## src/sv/wfq_pkg.sv

```systemverilog
// ----------------------------------------------------------------------------
// wfq_pkg
// Shared types, register indexes and constants of the two-class fair queue.
// ----------------------------------------------------------------------------
package wfq_pkg;

    localparam int DEF_QUEUE_DEPTH = 128;
    localparam int DEF_TIME_WIDTH  = 48;

    localparam logic [7:0] PROTO_UDP = 8'd17;
    localparam logic [7:0] PROTO_TCP = 8'd6;

    // result status codes
    localparam logic [1:0] ST_ENQUEUED = 2'd0;
    localparam logic [1:0] ST_DROPPED  = 2'd1;
    localparam logic [1:0] ST_DEQUEUED = 2'd2;
    localparam logic [1:0] ST_EMPTY    = 2'd3;

    // operation codes
    localparam logic OP_ENQUEUE = 1'b0;
    localparam logic OP_DEQUEUE = 1'b1;

    // register indexes
    localparam logic [2:0] REG_BYTE_MODE   = 3'd0;
    localparam logic [2:0] REG_FIRST_MAXP  = 3'd1;
    localparam logic [2:0] REG_SECOND_MAXP = 3'd2;
    localparam logic [2:0] REG_FIRST_MAXB  = 3'd3;
    localparam logic [2:0] REG_SECOND_MAXB = 3'd4;
    localparam logic [2:0] REG_CLASS_PORT  = 3'd5;
    localparam logic [2:0] REG_FIRST_W     = 3'd6;
    localparam logic [2:0] REG_SECOND_W    = 3'd7;

    typedef struct packed {
        logic        byte_mode;
        logic [7:0]  first_max_packets;
        logic [7:0]  second_max_packets;
        logic [23:0] first_max_bytes;
        logic [23:0] second_max_bytes;
        logic [15:0] second_class_port;
        logic [15:0] first_weight;
        logic [15:0] second_weight;
    } cfg_t;

    // controller to datapath
    typedef struct packed {
        logic latch;
        logic decide;
        logic start_div;
        logic update;
        logic read_heads;
        logic load_out;
    } cmd_t;

    // datapath to controller
    typedef struct packed {
        logic skip;
        logic div_done;
        logic out_busy;
    } sts_t;

endpackage

```

## src/sv/wfq_ctrl.sv

```systemverilog
// ----------------------------------------------------------------------------
// wfq_ctrl
// Sequencer: latch, decide, divide, update, head read, report.
// ----------------------------------------------------------------------------
module wfq_ctrl (
    input  logic          aclk,
    input  logic          aresetn,
    input  logic          in_valid,
    output logic          in_ready,
    input  wfq_pkg::sts_t sts,
    output wfq_pkg::cmd_t cmd
);

    typedef enum logic [6:0] {
        S_IDLE   = 7'b0000001,
        S_DECIDE = 7'b0000010,
        S_DIV    = 7'b0000100,
        S_UPDATE = 7'b0001000,
        S_READ   = 7'b0010000,
        S_WAIT   = 7'b0100000,
        S_REPORT = 7'b1000000
    } state_t;

    state_t state_reg, state_next;

    assign in_ready = (state_reg == S_IDLE);

    always_comb begin
        state_next = state_reg;
        cmd        = '0;
        case (state_reg)
            S_IDLE: begin
                if (in_valid) begin
                    cmd.latch  = 1'b1;
                    state_next = S_DECIDE;
                end
            end
            S_DECIDE: begin
                cmd.decide = 1'b1;
                if (sts.skip) begin
                    state_next = S_REPORT;
                end else begin
                    cmd.start_div = 1'b1;
                    state_next    = S_DIV;
                end
            end
            S_DIV: begin
                if (sts.div_done) state_next = S_UPDATE;
            end
            S_UPDATE: begin
                cmd.update = 1'b1;
                state_next = S_READ;
            end
            S_READ: begin
                cmd.read_heads = 1'b1;
                state_next     = S_WAIT;
            end
            S_WAIT: begin
                state_next = S_REPORT;
            end
            S_REPORT: begin
                if (!sts.out_busy) begin
                    cmd.load_out = 1'b1;
                    state_next   = S_IDLE;
                end
            end
            default: state_next = S_IDLE;
        endcase
    end

    always_ff @(posedge aclk) begin
        if (!aresetn) begin
            state_reg <= S_IDLE;
        end else begin
            state_reg <= state_next;
        end
    end

endmodule
```

## config.mk

```make
export PLATFORM = sky130hd
export DESIGN_NAME = wfq_ctrl
export DESIGN_NICKNAME = d
export VERILOG_FILES = /design/src/sv/wfq_pkg.sv /design/src/sv/wfq_ctrl.sv
export SDC_FILE = /design/constraint.sdc
export NUM_CORES = 1
export LEC_CHECK = 0
export BUFFER_PORTS_ARGS = -buffer_cell sky130_fd_sc_hd__buf_2
export CAP_MARGIN = 10
export CORE_AREA = 2 2 39 41
export DETAILED_ROUTE_END_ITERATION = 8
export DIE_AREA = 0 0 41 43
export PLACE_DENSITY = 0.65
export SYNTH_ARGS = -nofsm -noshare
export SYNTH_HDL_FRONTEND = slang
export SYNTH_SLANG_ARGS = --single-unit
export TNS_END_PERCENT = 1
```

## constraint.sdc

```tcl
create_clock -name aclk -period 1.7 [get_ports aclk]
set_input_delay 0.255 -clock aclk [delete_from_list [all_inputs] [get_ports aclk]]
set_output_delay 0.255 -clock aclk [all_outputs]
set_load 0.02 [all_outputs]
```

==> results.cfg <==
[outcome]
status = finished with violations
violations = negative setup slack

[yosys]
mappedNetlistNets = 60
synth-edff-count = 0
synth-seq-cells = 7
synth_area_um2 = 423
synth_commonest_cells = dfxtp_1 (7), nor2_1 (6), inv_1 (4), nand2_1 (4), nor2b_1 (4)
async_flop_share_pct = 0
synth_top_area_share_pct = 33.1
ys_warn_count = 0
seq_area_frac_synth_pct = 33.1
synth_ff_type = dfxtp_1
yosysMostFrequentCell = dfxtp_1
synth_area_leader_cell = dfxtp_1
netlist_top_cells_area = dfxtp_1 (33%), nor2b_1 (5.9%), nor2_1 (5.3%)
synth_area_per_cell_um2 = 7.83
synth_cell_types = 27
netlist_instances = 54

[power]
clockPowerShare_pct = 14.3
p_sw_share_pct = 38.7
vdd_drop_max_v = 0.000560
seqPwrFrac_pct = 23.5
combPwrFrac_pct = 62.2
p_int_uw = 603
leakage_uw = 0.000308
p_switching_uw = 381
powerDensity_mw_per_mm2 = 1460

[setup_path]
rrSetupSlack_ns = -0.15
cp_slowest_stage_delay_ns = 0.53
end_kind = primary output
path_max_fanout = 3
worstSetupStartpointType = flip-flop
cp_slowest_cell = or4_4
worstPathArrival_ns = 1.71
critical_path_required_ns = 1.44
path_cells = or4_4, or3b_4, nor2_4, buf_6
crit_type = reg -> out

[sta]
fin_crit_sh_pct = 116
rsz0062_at_grt = true
layout_min_cycle_time_ns = 1.96
finalHoldViolCount = 0
worst_slew_pin_slew_ns = 0.258
max_clock_freq_ghz = 0.509
relSlewSlack_pct = 82.7
setup_viol = 7
slew_violations = 0
fin_skew_ns = 0.00270
finalWorstSetupSlack_ns = -0.264

[clock_network]
ctsRootBufferMaster = clkbuf_4
clk_latency_ns = 0.24
cts_tree = built
cts.htree.levels = 1
hold_buffers = 0
cts.reportedPaths.clkPinSlew_ns = 0.05
clock_sinks = 7
numCtsBuffers = 3
clock_path_buffers = 2

[layout]
fin_util_pct = 48.8
insertedDiodeCount = 0
stdcell_count = 94
drive_above_1_share_pct = 47.4
syn2layout_area_growth_pct = 59.8
final_nets = 85
largest_reg_flops = 7
final.fill_count = 142

[flow_run]
max-cap-violations = 0

[floorplan]
start_util_pct = 30.6
ios = 13
num_rows = 14
die_h_um = 43
die_w_um = 41
die-area_mm2 = 0.00176
core-area_mm2 = 0.00138

[global_routing]
grt_pass1_wl_mm = 1.79
grt_usage_pct = 14.7
antenna_found_initial = 0
grt_pass1_vias = 471
grt_max_degree = 10
grt_overflow = 0

[route]
first_pass_iters = 4
totalWireLength_mm = 1.12
vias = 481
dr_wl_met3_um = 43
via_per_inst = 5.12
wl_met2_um = 636
route.detailed.wl_per_inst_um = 11.9
highest_layer = met4
drtAntennaViolNets = 0
wl_met1_um = 434
first_iter_violations = 10
drc_errors = 0

[placement]
globalplace.congestion = 0.743
hpwl_um = 806
port_buffers = 12
dpl.cell_count = 89

[min_path]
worstHoldPathType = in -> reg
## final cells by class
class	count	area (um^2)	share of cell area, %
Multi-Input combinational cell	42	324	48.0
Sequential cell	7	143	21.1
Clock buffer	4	26.3	3.89
Tap cell	16	20.0	2.96
Timing Repair Buffer	21	148	21.9
Inverter	4	15.0	2.22
## critical path: cells and delay by family, from the launching register on
kind                   cells  cell delay, ns
AND/OR/NAND/NOR            3            1.04
flip-flops                 1            0.31
buffers and inverters      1            0.12
## metal layers
| layer | vias to the layer above | track usage, % |
|---|---|---|
| li1 | 242 | - |
| met1 | 230 | 15.7 |
| met2 | 7 | 25.0 |
| met3 | 2 | 2.09 |
| met4 | 0 | 9.33 |
| met5 | - | 0 |
## repair_timing
action / 4_1_cts / 5_1_grt
resized for setup: 9 / 8
setup buffers: 1 / 0
gates cloned: 0 / 0
pin swaps: 1 / 2
endpoints found under the setup margin: 8 / 14
## through the flow
| step | TNS, ns | setup slack, ns | hold slack [ns] | power [uW] | instance area (um^2) |
|---|---|---|---|---|---|
| 3_5_place_dp | -0.0991 | -0.0604 | 0.530 | 717 | 577 |
| 5_1_grt | -1.61 | -0.312 | 0.314 | 1050 | 676 |
| 4_1_cts | -1.19 | -0.288 | 0.279 | 954 | 644 |
| 2_1_floorplan | -0.361 | -0.110 | 0.384 | 566 | 442 |
| 6_report | -1.12 | -0.264 | 0.299 | 984 | 676 |
| 3_3_place_gp | -0.0579 | -0.0474 | 0.530 | 711 | 577 |
## path summary, 6_finish.rpt
check                     from           end  cells past startpoint
hold reg to reg   state_reg[2]  state_reg[3]                      2
setup / recovery  state_reg[5]        cmd[5]                      4
hold / removal         aresetn  state_reg[2]                      3
setup reg to reg  state_reg[5]  state_reg[0]                      5
## layout by cell type, fill, tap and decap left out, types with 2 or more instances in the layout
cell       Yosys  layout
a2bb2oi_1      2       2
buf_2          1       7
buf_4          0      12
buf_6          0       2
clkbuf_4       0       3
dfxtp_1        7       5
dfxtp_2        0       2
inv_1          4       3
nand2_1        4       4
nand2b_1       2       2
nand3b_1       2       2
nor2_1         6       5
nor2b_1        4       4
o21ai_0        2       2
## cells by family after synthesis
family                 Yosys count  share of synthesized area (%)
AO/OA/AOI/OAI                   12                           19.8
multiplexers                     1                           2.37
buffers and inverters            5                           4.73
XOR/XNOR                         1                           2.07
flip-flops                       7                           33.1
AND/OR/NAND/NOR                 28                           37.9
## power by group through the flow
stage               sequential (uW)  combinational (uW)  clock (uW)
floorplan                       239                 327           0
global placement                232                 479           0
detailed placement              231                 486           0
CTS                             228                 576         149
global route                    237                 661         156
finish                          231                 612         140
No activity file was read; power rests on OpenSTA's default activity.
